`src/sv/spd_pkg.sv`:
```
// Package for the serial packet deframer: phase and status types, CRC constants
// and the bytewise CRC-16 update function.
// No dependencies.
package spd_pkg;

    typedef enum logic [1:0] {
        PH_HUNT    = 2'd0,
        PH_HEADER  = 2'd1,
        PH_PAYLOAD = 2'd2
    } t_phase;

    typedef enum logic [1:0] {
        ST_ONGOING  = 2'd0,
        ST_GOOD     = 2'd1,
        ST_CRC_BAD  = 2'd2,
        ST_OVERSIZE = 2'd3
    } t_status;

    localparam logic [0:0]  CFG_START_BYTE = 1'd0;
    localparam logic [0:0]  CFG_MAX_FRAME  = 1'd1;

    localparam logic [7:0]  START_BYTE_RST = 8'd36;
    localparam logic [8:0]  MAX_FRAME_RST  = 9'd260;
    localparam logic [8:0]  HDR_BYTES      = 9'd5;

    localparam logic [8:0]  CNT_CRC_LO     = 9'd1;
    localparam logic [8:0]  CNT_CRC_HI     = 9'd2;
    localparam logic [8:0]  CNT_TYPE       = 9'd3;

    localparam logic [15:0] CRC_INIT       = 16'hFFFF;
    localparam logic [15:0] CRC_XOROUT     = 16'hFFFF;
    localparam logic [15:0] CRC_POLY_REFL  = 16'h8408;

    function automatic logic [15:0] crc_feed(input logic [15:0] crc, input logic [7:0] b);
        logic [15:0] c;
        c = crc ^ {8'h00, b};
        for (int i = 0; i < 8; i++) begin
            if (c[0]) begin
                c = (c >> 1) ^ CRC_POLY_REFL;
            end else begin
                c = c >> 1;
            end
        end
        return c;
    endfunction

endpackage

```
`src/sv/spd_rx_if.sv`:
```
// Receive byte channel: valid/ready handshake with one received byte.
// No dependencies.
interface spd_rx_if;
    logic       valid;
    logic       ready;
    logic [7:0] rx_byte;

    modport source (output valid, output rx_byte, input ready);
    modport sink   (input valid, input rx_byte, output ready);
endinterface

```
`src/sv/spd_res_if.sv`:
```
// Result channel: valid/ready handshake with one deframed result.
// No dependencies.
interface spd_res_if;
    logic       valid;
    logic       ready;
    logic [7:0] payload_byte;
    logic [7:0] packet_type;
    logic       is_last;
    logic       has_byte;
    logic [1:0] frame_status;

    modport source (output valid, output payload_byte, output packet_type,
                    output is_last, output has_byte, output frame_status, input ready);
    modport sink   (input valid, input payload_byte, input packet_type,
                    input is_last, input has_byte, input frame_status, output ready);
endinterface

```
`src/sv/serial_packet_deframer_crc16_core.sv`:
```
// Serial packet deframer with CRC-16 (X.25) check, top level.
// A result is registered and valid in the cycle after the byte that causes it is transferred.
// Throughput: one byte per cycle unless a waiting result is not taken; the bytewise CRC update sets the cycle path.
// A new byte is taken while a result waits, as long as the result register frees.
// Reset (synchronous, i_rst_n low): hunting, start byte 36, frame limit 260.
// Depends on spd_pkg, spd_rx_if, spd_res_if.
module serial_packet_deframer_crc16_core
    import spd_pkg::*;
(
    input  logic       i_clk,
    input  logic       i_rst_n,
    input  logic       i_cfg_we,
    input  logic [0:0] i_cfg_idx,
    input  logic [8:0] i_cfg_data,
    spd_rx_if.sink     i_rx,
    spd_res_if.source  o_res
);

    logic [7:0]  r_start_byte;
    logic [8:0]  r_max_frame;

    t_phase      r_phase, n_phase;
    logic [8:0]  r_count, n_count;
    logic [8:0]  r_target, n_target;
    logic [15:0] r_rcrc, n_rcrc;
    logic [15:0] r_crc, n_crc;
    logic [7:0]  r_type, n_type;

    logic        r_out_valid;
    logic [7:0]  r_out_byte;
    logic [7:0]  r_out_type;
    logic        r_out_last;
    logic        r_out_has;
    logic [1:0]  r_out_status;

    logic        n_res;
    logic [7:0]  n_res_byte;
    logic        n_res_last;
    logic        n_res_has;
    t_status     n_res_status;

    logic        w_ready;
    logic        w_fire;
    logic [7:0]  w_byte;
    logic [15:0] w_crc_fed;
    logic [8:0]  w_count_inc;
    t_status     w_final;

    assign w_ready     = !r_out_valid || o_res.ready;
    assign w_fire      = i_rx.valid && w_ready;
    assign w_byte      = i_rx.rx_byte;
    assign w_crc_fed   = crc_feed(r_crc, w_byte);
    assign w_count_inc = r_count + 9'd1;
    assign w_final     = ((w_crc_fed ^ CRC_XOROUT) == r_rcrc) ? ST_GOOD : ST_CRC_BAD;

    // next phase
    always_comb begin
        n_phase = r_phase;
        case (r_phase)
            PH_HEADER: begin
                if (r_count != CNT_CRC_LO && r_count != CNT_CRC_HI && r_count != CNT_TYPE) begin
                    n_phase = (w_byte == 8'd0) ? PH_HUNT : PH_PAYLOAD;
                end
            end
            PH_PAYLOAD: begin
                if (r_count >= r_max_frame || w_count_inc == r_target) begin
                    n_phase = PH_HUNT;
                end
            end
            default: begin
                n_phase = (w_byte == r_start_byte) ? PH_HEADER : PH_HUNT;
            end
        endcase
    end

    // datapath and result
    always_comb begin
        n_count      = r_count;
        n_target     = r_target;
        n_rcrc       = r_rcrc;
        n_crc        = r_crc;
        n_type       = r_type;
        n_res        = 1'b0;
        n_res_byte   = 8'd0;
        n_res_last   = 1'b0;
        n_res_has    = 1'b0;
        n_res_status = ST_ONGOING;
        case (r_phase)
            PH_HEADER: begin
                case (r_count)
                    CNT_CRC_LO: begin
                        n_rcrc  = {8'h00, w_byte};
                        n_count = w_count_inc;
                    end
                    CNT_CRC_HI: begin
                        n_rcrc  = {w_byte, r_rcrc[7:0]};
                        n_count = w_count_inc;
                    end
                    CNT_TYPE: begin
                        n_type  = w_byte;
                        n_crc   = w_crc_fed;
                        n_count = w_count_inc;
                    end
                    default: begin
                        n_crc    = w_crc_fed;
                        n_count  = HDR_BYTES;
                        n_target = HDR_BYTES + {1'b0, w_byte};
                        if (w_byte == 8'd0) begin
                            n_res        = 1'b1;
                            n_res_last   = 1'b1;
                            n_res_status = w_final;
                        end
                    end
                endcase
            end
            PH_PAYLOAD: begin
                n_res = 1'b1;
                if (r_count >= r_max_frame) begin
                    n_res_last   = 1'b1;
                    n_res_status = ST_OVERSIZE;
                end else begin
                    n_count    = w_count_inc;
                    n_crc      = w_crc_fed;
                    n_res_byte = w_byte;
                    n_res_has  = 1'b1;
                    if (w_count_inc == r_target) begin
                        n_res_last   = 1'b1;
                        n_res_status = w_final;
                    end
                end
            end
            default: begin
                if (w_byte == r_start_byte) begin
                    n_count  = CNT_CRC_LO;
                    n_target = 9'd0;
                    n_rcrc   = 16'd0;
                    n_crc    = CRC_INIT;
                end
            end
        endcase
    end

    always_ff @(posedge i_clk) begin
        if (!i_rst_n) begin
            r_start_byte <= START_BYTE_RST;
            r_max_frame  <= MAX_FRAME_RST;
        end else if (i_cfg_we) begin
            case (i_cfg_idx)
                CFG_START_BYTE: r_start_byte <= i_cfg_data[7:0];
                CFG_MAX_FRAME:  r_max_frame  <= i_cfg_data;
                default: ;
            endcase
        end
    end

    always_ff @(posedge i_clk) begin
        if (!i_rst_n) begin
            r_phase  <= PH_HUNT;
            r_count  <= 9'd0;
            r_target <= 9'd0;
            r_rcrc   <= 16'd0;
            r_crc    <= CRC_INIT;
            r_type   <= 8'd0;
        end else if (w_fire) begin
            r_phase  <= n_phase;
            r_count  <= n_count;
            r_target <= n_target;
            r_rcrc   <= n_rcrc;
            r_crc    <= n_crc;
            r_type   <= n_type;
        end
    end

    always_ff @(posedge i_clk) begin
        if (!i_rst_n) begin
            r_out_valid <= 1'b0;
        end else if (w_ready) begin
            r_out_valid <= w_fire && n_res;
        end
    end

    always_ff @(posedge i_clk) begin
        if (w_fire && n_res) begin
            r_out_byte   <= n_res_byte;
            r_out_type   <= n_type;
            r_out_last   <= n_res_last;
            r_out_has    <= n_res_has;
            r_out_status <= n_res_status;
        end
    end

    assign i_rx.ready         = w_ready;
    assign o_res.valid        = r_out_valid;
    assign o_res.payload_byte = r_out_byte;
    assign o_res.packet_type  = r_out_type;
    assign o_res.is_last      = r_out_last;
    assign o_res.has_byte     = r_out_has;
    assign o_res.frame_status = r_out_status;

endmodule
```
`src/flat_wrapper.sv`:
```
// flat-port wrapper written by rule: the top's interface ports become plain ports
module serial_packet_deframer_crc16_core_flat import spd_pkg::*;
  (i_clk, i_rst_n, i_cfg_we, i_cfg_idx, i_cfg_data, i_rx_valid, i_rx_rx_byte, i_rx_ready, o_res_valid, o_res_payload_byte, o_res_packet_type, o_res_is_last, o_res_has_byte, o_res_frame_status, o_res_ready);
  spd_rx_if i_rx_i ();
  spd_res_if o_res_i ();
  input  logic i_clk;
  input  logic i_rst_n;
  input  logic i_cfg_we;
  input  logic [0:0] i_cfg_idx;
  input  logic [8:0] i_cfg_data;
  input wire logic [$bits(i_rx_i.valid)-1:0] i_rx_valid;
  input wire logic [$bits(i_rx_i.rx_byte)-1:0] i_rx_rx_byte;
  output wire logic [$bits(i_rx_i.ready)-1:0] i_rx_ready;
  output wire logic [$bits(o_res_i.valid)-1:0] o_res_valid;
  output wire logic [$bits(o_res_i.payload_byte)-1:0] o_res_payload_byte;
  output wire logic [$bits(o_res_i.packet_type)-1:0] o_res_packet_type;
  output wire logic [$bits(o_res_i.is_last)-1:0] o_res_is_last;
  output wire logic [$bits(o_res_i.has_byte)-1:0] o_res_has_byte;
  output wire logic [$bits(o_res_i.frame_status)-1:0] o_res_frame_status;
  input wire logic [$bits(o_res_i.ready)-1:0] o_res_ready;
  assign i_rx_i.valid = i_rx_valid;
  assign i_rx_i.rx_byte = i_rx_rx_byte;
  assign i_rx_ready = i_rx_i.ready;
  assign o_res_valid = o_res_i.valid;
  assign o_res_payload_byte = o_res_i.payload_byte;
  assign o_res_packet_type = o_res_i.packet_type;
  assign o_res_is_last = o_res_i.is_last;
  assign o_res_has_byte = o_res_i.has_byte;
  assign o_res_frame_status = o_res_i.frame_status;
  assign o_res_i.ready = o_res_ready;
  serial_packet_deframer_crc16_core u_core (.i_clk(i_clk), .i_rst_n(i_rst_n), .i_cfg_we(i_cfg_we), .i_cfg_idx(i_cfg_idx), .i_cfg_data(i_cfg_data), .i_rx(i_rx_i), .o_res(o_res_i));
endmodule
```
`config.mk`:
```
export PLATFORM = sky130hd
export DESIGN_NAME = serial_packet_deframer_crc16_core_flat
export DESIGN_NICKNAME = d
export VERILOG_FILES = /design/src/sv/spd_pkg.sv /design/src/sv/spd_rx_if.sv /design/src/sv/spd_res_if.sv /design/src/sv/serial_packet_deframer_crc16_core.sv /design/src/flat_wrapper.sv
export SDC_FILE = /design/constraint.sdc
export NUM_CORES = 1
export LEC_CHECK = 0
export BUFFER_PORTS_ARGS = -buffer_cell sky130_fd_sc_hd__buf_2
export CORE_MARGIN = 4
export CORE_UTILIZATION = 45
export DETAILED_ROUTE_END_ITERATION = 8
export GPL_ROUTABILITY_DRIVEN = 0
export SYNTH_ARGS = -nofsm -noshare
export SYNTH_HDL_FRONTEND = slang
export SYNTH_SLANG_ARGS = --single-unit
```
`constraint.sdc`:
```
create_clock -name i_clk -period 7.8 [get_ports i_clk]
set_input_delay 0.78 -clock i_clk [delete_from_list [all_inputs] [get_ports i_clk]]
set_output_delay 0.78 -clock i_clk [all_outputs]
set_load 0.05 [all_outputs]
```
# After elaboration in Yosys (flattened, before gate mapping)
# Index checks and enable logic that the tools add are counted.
[word_totals]
register_bits = 98
in_bits = 23
[op_classes]
eq_ne = 19
addsub = 2
n_bitwise = 12
order_cmp = 1
n_mux = 42
n_reduce_logical = 21
[op_table]
columns = ["op", "n"]
rows = [
  ["$mux W16", 12],
  ["$pmux W16 S2", 3],
  ["$mux W9", 5],
  ["$pmux W9 S2", 2],
  ["$not A2 Y3", 8],
  ["$eq A9 B2 Y1 const B", 2],
  ["$ne A9 B2 Y1 const B", 2],
  ["$eq A16 B16 Y1", 1],
  ["$mux W2", 8],
  ["$mux W8", 2],
  ["$not A16 Y16", 1],
  ["$xor A16 B8 Y16", 1],
  ["$reduce_and A4 Y1", 3],
  ["$ne A2 B2 Y1 const B", 5],
  ["$add A3 B8 Y9 const A", 1],
  ["$add A9 B1 Y9 const B", 1],
  ["$eq A9 B1 Y1 const B", 1],
  ["$eq A9 B9 Y1", 1],
  ["$ge A9 B9 Y1", 1],
  ["$ne A9 B1 Y1 const B", 1],
  ["$eq A8 B8 Y1", 1],
  ["$logic_not A8 Y1", 1],
  ["$pmux W2 S2", 2],
  ["$mux W1", 6],
  ["16 further kinds", 26],
]

# Longest topological paths before layout
# Gate-level depths: netlist of run 1.
[depth]
depth_word = 23
mapped_depth = 11
mapped_depth_nobuf = 9

# Worst setup path before layout of run 1
# Ideal clock, no wire load.
[synth_timing]
path_type = "input-to-reg"
from = "in i_rx_rx_byte[7]"
to = "reg u_core.r_out_status[0] (netlist: u_core.o_res.frame_status[0]) (enable)"
path_stages = 6
t_arrival_ns = 2.979
path_buffers = 1
setup_slack_ns = 4.398
setup_ns = 0.422
path_cell_list = "buf_2 -> nor4_1 -> nand3_1 -> nor3_1 -> nor2_1 -> nor3_1"
[synth_between]
elab_chain_len = 5
[synth_lines]
columns = ["element", "line", "source"]
rows = [
  ["from (decl)", "flat_wrapper.sv:12", "input wire logic [$bits(i_rx_i.rx_byte)-1:0] i_rx_rx_byte;"],
  ["$logic_not A8 Y1", "serial_packet_deframer_crc16_core.sv:108", "if (w_byte == 8'd0) begin"],
  ["$mux W1", "serial_packet_deframer_crc16_core.sv:108", ""],
  ["$mux W1", "serial_packet_deframer_crc16_core.sv:90", "case (r_count)"],
  ["$pmux W1 S2", "serial_packet_deframer_crc16_core.sv:88", "case (r_phase)"],
  ["$logic_and A1 B1 Y1", "serial_packet_deframer_crc16_core.sv:183", "if (w_fire && n_res) begin"],
  ["to (signal assigned)", "serial_packet_deframer_crc16_core.sv:188", "r_out_status <= n_res_status;"],
  ["to (decl)", "serial_packet_deframer_crc16_core.sv:34", "logic [1:0] r_out_status;"],
]
# No other way between the ends.
# A chain may end at the register's enable or synchronous reset.

# Worst setup path in the final report of run 1
[layout_timing]
from = "reg u_core.r_count[0]"
to = "reg u_core.r_count[8]"
[layout_between]
elab_chain_len = 4
elab_cells_between_ends = 11
[layout_lines]
columns = ["element", "line", "source"]
rows = [
  ["from (decl)", "serial_packet_deframer_crc16_core.sv:23", "logic [8:0] r_count, n_count;"],
  ["from (signal assigned)", "serial_packet_deframer_crc16_core.sv:166", "r_count <= n_count;"],
  ["parallel branches: the longest is 4 deep, another holds $add A9 B1 Y9", "n/a", ""],
]
# Several ways; the timed one is not identified. The select of a mux whose other input is x is not followed.

==> results of run 1 <==
[layout by cell type (no fill, tap or decap), drive strengths merged, types with 3 or more instances in the layout]
master	n
xnor2	41
a22oi	7
o211ai	3
mux2	6
ha	16
buf	46
nand2b	19
a211oi	3
nor4	16
nor2b	3
a21oi	50
and2	9
and3	7
nor2	54
inv	22
o21ai	38
or4	5
and3b	3
dfxtp	78
clkbuf	9
xor2	25
nand4	6
nand2	49
nor3b	4
nor3	10
edfxtp	20
or3	4
mux2i	9
nand3b	3
nand3	29
[cell type report]
cell class              instances  area (um^2)  area share
multi-input cells             436         2760       0.485
inverters                      18         67.6      0.0119
clock buffers                   9          225      0.0396
clock inverters                 7         60.1      0.0106
repair buffers                 46          235      0.0414
flip-flops and latches         98         2160       0.380
well taps                     140          175      0.0308
[path summary, 6_finish.rpt]
check                                startpoint                                  to  slack (ns)
max              u_core.r_count[0]$_SDFFE_PN0P_      u_core.r_count[8]$_SDFFE_PN0P_        4.55
min          u_core.r_max_frame[4]$_SDFFE_PN0P_  u_core.r_max_frame[4]$_SDFFE_PN0P_        0.46
max reg2reg      u_core.r_count[0]$_SDFFE_PN0P_      u_core.r_count[8]$_SDFFE_PN0P_        4.55
min reg2reg  u_core.r_max_frame[4]$_SDFFE_PN0P_  u_core.r_max_frame[4]$_SDFFE_PN0P_        0.46
[state kept, by name, summed over array words and instances, names as in the netlist]
name,count
u_core.r_count,9
u_core.r_max_frame,9
u_core.r_crc,16
u_core.o_res.packet_type,8
u_core.o_res.payload_byte,8
u_core.o_res.valid,1
u_core.r_type,8
u_core.r_target,9
u_core.o_res.has_byte,1
u_core.o_res.is_last,1
u_core.o_res.frame_status,2
u_core.r_phase,2
u_core.r_start_byte,8
u_core.r_rcrc,16
[metrics by stage]
stage / util / worst slack (ns) / hold WS (ns) / instances
floorplan: - / 4.40 / 0.436 / 587
global placement: 0.492 / 4.51 / 0.444 / 738
detailed placement: 0.492 / 4.46 / 0.452 / 738
CTS: 0.518 / 4.51 / 0.462 / 754
global route: 0.518 / 4.30 / 0.475 / 754
finish: 0.518 / 4.55 / 0.457 / 754
[synth_stat cells (4+ instances only)]
cell      count  area, um^2
o21ai_0      37         185
buf_2         9        45.0
mux2i_1       9        90.1
and2_1        9        56.3
nand3_1      29         145
ha_1         16         200
nand4_1       6        37.5
inv_1        17        63.8
dfxtp_1      78        1560
or4_1         5        37.5
nor2_1       53         199
clkbuf_1     21        78.8
nand2_1      49         184
nand2b_1     19         119
nor3_1        9        45.0
nor4_1       15        93.8
a21oi_1      50         250
xor2_1       23         201
edfxtp_1     20         601
or3_1         4        25.0
xnor2_1      41         359
mux2_2        6        67.6
a22oi_1       7        52.6
and3_1        5        31.3
nor3b_1       4        30.0
[routing by layer]
metal,GRT usage,wire [um]
met2,0.309,5790
met3,0.0395,747
met1,0.273,5850
met5,0,0
met4,0.0884,283
[worst max-delay path, cell delays in order, from the launching register on]
cell and delay (ns):
dfxtp_1 0.49, inv_1 0.13, ha_1 0.29, nand2b_1 0.14, a211o_1 0.28, a211oi_1 0.32
o21ai_0 0.18, and2_1 0.56, or4b_1 0.64, a21oi_1 0.14
[power groups by stage]
| stage | Sequential [uW] | Clock (uW) | Combinational [uW] |
|---|---|---|---|
| CTS | 522 | 440 | 70.6 |
| detailed placement | 533 | 0 | 70.3 |
| floorplan | 532 | 0 | 50.0 |
| finish | 521 | 435 | 70.3 |
| global route | 522 | 463 | 78.4 |
| global placement | 533 | 0 | 69.9 |
[cell families after synthesis]
family / after synthesis
and+or+nand+nor: 227
xor gates and xnor gates: 66
muxes: 15
AOI/OAI and AO/OA: 112
DFF: 98
adders and majority gates: 16
buffers and inverters: 53
==> summary.md, run 1 <==
| Metric | Value |
|---|---|
| Status | `completed` |
| Measured slew at the worst slew-check pin | `1.10 ns` |
| Adder-Cell Fraction of Synth Area | `0.0390` |
| Starting density of the core | `0.468` |
| Die area | `13200 um^2` |
| Maximum VDD drop | `0.100 mV` |
| Inserted Diodes | `0` |
| Relative slew slack | `0.268` |
| Crit-path max FO | `31` |
| Final Cycle Share | `0.417` |
| # nets final | `648` |
| Worst Skew | `0.00903 ns` |
| TritonCTS clock tree | `done` |
| Async SR Flop Fraction | `0` |
| Sequential-to-total area share from yosys stat | `0.421` |
| I/O pins | `45` |
| HP Class | `flip-flop to flip-flop` |
| Largest net degree at the start of global routing | `56` |
| Clock buffer count from CTS | `9` |
| Post-route ant nets | `0` |
| Clk root buf | `clkbuf_16` |
| Crit. End Element | `flip-flop` |
| Largest family of logic cells by synthesized area | `simple AND/OR/NAND/NOR gates` |
| DP Area | `5400 um^2` |
| Clock power share | `0.423` |
| Yosys warns | `0` |
| RSZ-0062 raised after global routing | `false` |
| Wire per inst | `16.8 um` |
| Fraction of power spent switching nets | `0.254` |
| TNS Setup | `0 ns` |
| Post-synthesis net count | `626` |
| Num rows | `38` |
| Insertion delay to the later sink of the worst-skew pair | `0.36 ns` |
| Hold-fix buffers, CTS | `0` |
| Vias per cell | `5.63` |
| Die Wd | `115 um` |
| Reg clk slew, reported paths | `0.07 ns` |
| Crit path launch type | `flip-flop` |
| Complex-gate fraction of the synthesized area | `0.124` |
| Final setup violation count | `0` |
| Mux cell area share after synthesis | `0.0307` |
| WP data required | `8.08 ns` |
| Leak | `0.00211 uW` |
| GR Overflow Total | `0` |
| R2R depth | `9` |
| Core Area | `11000 um^2` |
| Total clock sinks | `98` |
| I/O Buffers | `44` |
| Fin area | `5690 um^2` |
| Router iterations before antenna repair | `5` |
| Post-Synth XOR/XNOR Area | `0.115` |
| Hpwl dp | `8870 um` |
| Minimum clock period | `3.25 ns` |
| Ys flop type | `dfxtp_1` |
| Aggregate global-route resource usage | `0.200` |
| P per Cell Area | `181 nW/um^2` |
| # DRC | `0` |
| CTS Buffer Depth | `2` |
| Sw power | `260 uW` |
| Max-cap violation count | `0` |
| DR vias | `4246` |
| Kind of critical path | `flip-flop to flip-flop` |
| Antenna violations before repair | `0` |
| CP Data Arrival Time | `3.53 ns` |
| Share of layout cells above drive strength 1 | `0.130` |
| Number of global-route vias before repair | `4024` |
| Fmax | `307 MHz` |
| Post-Syn Area per Cell | `8.75 um^2` |
| Post-Syn Instances | `587` |
| Post-synthesis cell area | `5140 um^2` |
| Final Hold Viols | `0` |
| Worst hold path cell count | `2` |
| Number of synthesized flops with an enable pin | `20` |
| Synthesis-stage register bit count | `98` |
| Post-CTS Setup Inserts | `0` |
| CTS resizes | `0` |
| 1st-iter DRT viols | `233` |
| First-pass GRT wire length | `20800 um` |
| Synth cell types | `54` |
| Register share of total power | `0.508` |
| Power, Total | `1030 uW` |
| Pint | `766 uW` |
| Final WL | `12700 um` |
| Area added between synthesis and finish | `10.7%` |
| Final max-slew violation count | `0` |
| Comb power frac | `0.069` |
| Die H | `115 um` |
| H-tree depth | `3` |
| Post-synthesis simple-gate area fraction | `0.227` |
| # fillers | `1035` |
No activity file was read; power rests on OpenSTA's default activity.
==> inputs of run 2 (changes only) <==
Settings changed: PLACE_DENSITY set to 0.65.
Clock period 7.8 ns to 2.99 ns, I/O delays scaled along.
==> summary.md, run 2 (same netlist as run 1, synthesis figures left out) <==
| Metric | Value |
|---|---|
| Die H | `115 um (unchanged)` |
| I/O Buffers | `44 (unchanged)` |
| Crit-path max FO | `18 (-42%)` |
| First-pass GRT wire length | `21600 um (+4.0%)` |
| CP bufs+invs | `2 (+1)` |
| RSZ-0062 raised after global routing | `false` |
| Total clock sinks | `98 (unchanged)` |
| H-tree depth | `3 (unchanged)` |
| Wire per inst | `16.9 um (+0.45%)` |
| Num rows | `38 (unchanged)` |
| Clock buffer count from CTS | `9 (unchanged)` |
| Largest net degree at the start of global routing | `56 (unchanged)` |
| Post-route ant nets | `0 (unchanged)` |
| # nets final | `669 (+3.2%)` |
| Worst Skew | `0.0108 ns (+0.00181 ns)` |
| Die Wd | `115 um (unchanged)` |
| Vias per cell | `5.65 (+0.41%)` |
| Crit path launch type | `flip-flop` |
| Final setup violation count | `0 (unchanged)` |
| Metal2 WL | `6120 um (+5.7%)` |
| Clk root buf | `clkbuf_16` |
| Area added between synthesis and finish | `14.0%` |
| Core Area | `11000 um^2 (unchanged)` |
| Power, Total | `2720 uW (+160%)` |
| Critical path's slowest cell | `or3_1` |
| RR Startpoint | `u_core.r_count[0]$_SDFFE_PN0P_` |
| Hold Path Sink | `u_core.r_max_frame[8]$_SDFFE_PN1P_` |
| CP Data Arrival Time | `2.92 ns (-0.61 ns)` |
| Maximum VDD drop | `0.226 mV (+130%)` |
| Clock power share | `0.426 (+0.003)` |
| Top Registers | `u_core.r_crc x16, u_core.r_rcrc x16` |
| Gate family responsible for the most delay along the worst path | `compound AO/OA/AOI/OAI gates` |
| Fraction of power spent switching nets | `0.257 (+0.00376)` |
| Router iterations before antenna repair | `5 (unchanged)` |
| Final Hold Viols | `0 (unchanged)` |
| Crit. End Element | `flip-flop` |
| Starting density of the core | `0.468 (unchanged)` |
| Dpl cells | `759 (+2.8%)` |
| Comb power frac | `0.074 (+0.005)` |
| HP Class | `input pin to flip-flop` |
| Measured slew at the worst slew-check pin | `1.02 ns (-0.0771 ns)` |
| R2R depth | `10 (+1)` |
| 1st-iter DRT viols | `242 (+3.9%)` |
| GR Overflow Total | `0 (unchanged)` |
| Inserted Diodes | `0 (unchanged)` |
| TNS Setup | `0 ns (unchanged)` |
| Final Cycle Share | `0.888 (+0.471)` |
| P per Cell Area | `464 nW/um^2 (+160%)` |
| CP Cell Sequence | `inv_1, ha_1, nand2b_1, a211o_1, a211oi_1, o21ai_0, and2_2, buf_4, or3_1, a21oi_1` |
| Hold Slack | `0.182 ns (-0.275 ns)` |
| Max layer used | `met4` |
| CTS Buffer Depth | `2 (unchanged)` |
| Most frequent cells in the layout | `dfxtp_1 (78), nor2_1 (53), a21oi_1 (50)` |
| Commonest non-fill, non-tap cell in the layout | `dfxtp_1` |
| Worst hold path cell count | `3 (+1)` |
| Register share of total power | `0.500 (-0.008)` |
| Status | `completed` |
| Insertion delay to the later sink of the worst-skew pair | `0.35 ns (about the same)` |
| Kind of critical path | `flip-flop to flip-flop` |
| Post-Place Setup Slack | `0.296 ns (-4.17 ns)` |
| Sw power | `699 uW (+170%)` |
| DR vias | `4382 (+3.2%)` |
| Max-cap violation count | `0 (unchanged)` |
| Relative slew slack | `0.320 (+0.0514)` |
| Min-delay src | `i_cfg_data[8]` |
| FF-to-FF End | `u_core.r_count[1]$_SDFFE_PN0P_` |
| Antenna violations before repair | `0 (unchanged)` |
| CP peak stage delay | `0.36 ns (-0.28 ns)` |
| Setup ws final | `0.335 ns (-4.21 ns)` |
| Die area | `13200 um^2 (unchanged)` |
| Final WL | `13100 um (+3.2%)` |
| TritonCTS clock tree | `done` |
| I/O pins | `45 (unchanged)` |
| Fin cells | `775 (+2.8%)` |
| Hpwl dp | `9320 um (+5.0%)` |
| WP data required | `3.25 ns (-4.83 ns)` |
| Pint | `2020 uW (+160%)` |
| Met3 wire len | `831 um (+11%)` |
| Aggregate global-route resource usage | `0.203 (+0.00301)` |
| Fmax | `377 MHz (+23%)` |
| Post-CTS Setup Inserts | `0 (unchanged)` |
| Leak | `0.00222 uW (+5.2%)` |
| Minimum clock period | `2.65 ns (-0.598 ns)` |
| # DRC | `0 (unchanged)` |
| Number of global-route vias before repair | `4343 (+7.9%)` |
| Share of layout cells above drive strength 1 | `0.162 (+0.0319)` |
| FF-to-FF setup slack | `0.34 ns (-4.21 ns)` |
| Final max-slew violation count | `0 (unchanged)` |
| M1 WL | `5890 um (+0.77%)` |
| Reg clk slew, reported paths | `0.07 ns (about the same)` |
## run 2: cell types whose count changed in the layout (fill, tap and decap cells not counted), sizes merged
cell and change:
buf +21
## run 2: worst max-delay path by stage
stage,startpoint,to,slack (ns),cells past startpoint
floorplan,u_core.o_res.valid$_SDFFE_PN0N_,u_core.r_crc[14]$_SDFFE_PN1P_,0.34,8
global placement,u_core.r_count[0]$_SDFFE_PN0P_,u_core.r_count[1]$_SDFFE_PN0P_,0.39,10
detailed placement,u_core.r_count[0]$_SDFFE_PN0P_,u_core.r_count[1]$_SDFFE_PN0P_,0.30,10
CTS,u_core.r_count[0]$_SDFFE_PN0P_,u_core.r_count[1]$_SDFFE_PN0P_,0.25,10
global route,u_core.r_count[0]$_SDFFE_PN0P_,u_core.r_crc[6]$_SDFFE_PN1P_,0.04,10
finish,u_core.r_count[0]$_SDFFE_PN0P_,u_core.r_count[1]$_SDFFE_PN0P_,0.34,10
## run 2: metrics by stage
stage / util / instance area, um^2
3_5_place_dp: 0.506 / 5560
2_1_floorplan: - / 5140
6_report: 0.533 / 5850
3_3_place_gp: 0.506 / 5560
5_1_grt: 0.533 / 5850
4_1_cts: 0.533 / 5850
## run 2: per-layer routing
layer | vias up | global-route usage
met5 | - | 0
met4 | 0 | 0.0665
met3 | 22 | 0.0347
met2 | 132 | 0.346
met1 | 2103 | 0.263
li1 | 2125 | -
## run 2: cell type report
class                   count  area [um^2]
repair buffers             67          393
clock inverters             7         70.1
fillers                  1036         5130
inverters                  18         67.6
flip-flops and latches     98         2160
multi-input cells         436         2760
well taps                 140          175
clock buffers               9          225
## run 2: power groups by stage
stage	clock (uW)	sequential (uW)	combinational [uW]
6_report	1160	1360	202
5_1_grt	1220	1360	222
4_1_cts	1170	1360	202
3_5_place_dp	0	1390	200
3_3_place_gp	0	1390	197
2_1_floorplan	0	1390	131
## run 2: repair_timing
item	4_1_cts	5_1_grt
setup endpoints to repair	0	5
hold buffers	0	0
gates resized for setup	0	1
## run 2: tightest hold or removal path, cell delays in order
cell and delay, ns:
buf_2 0.07, nand2_1 0.04, o211ai_1 0.08
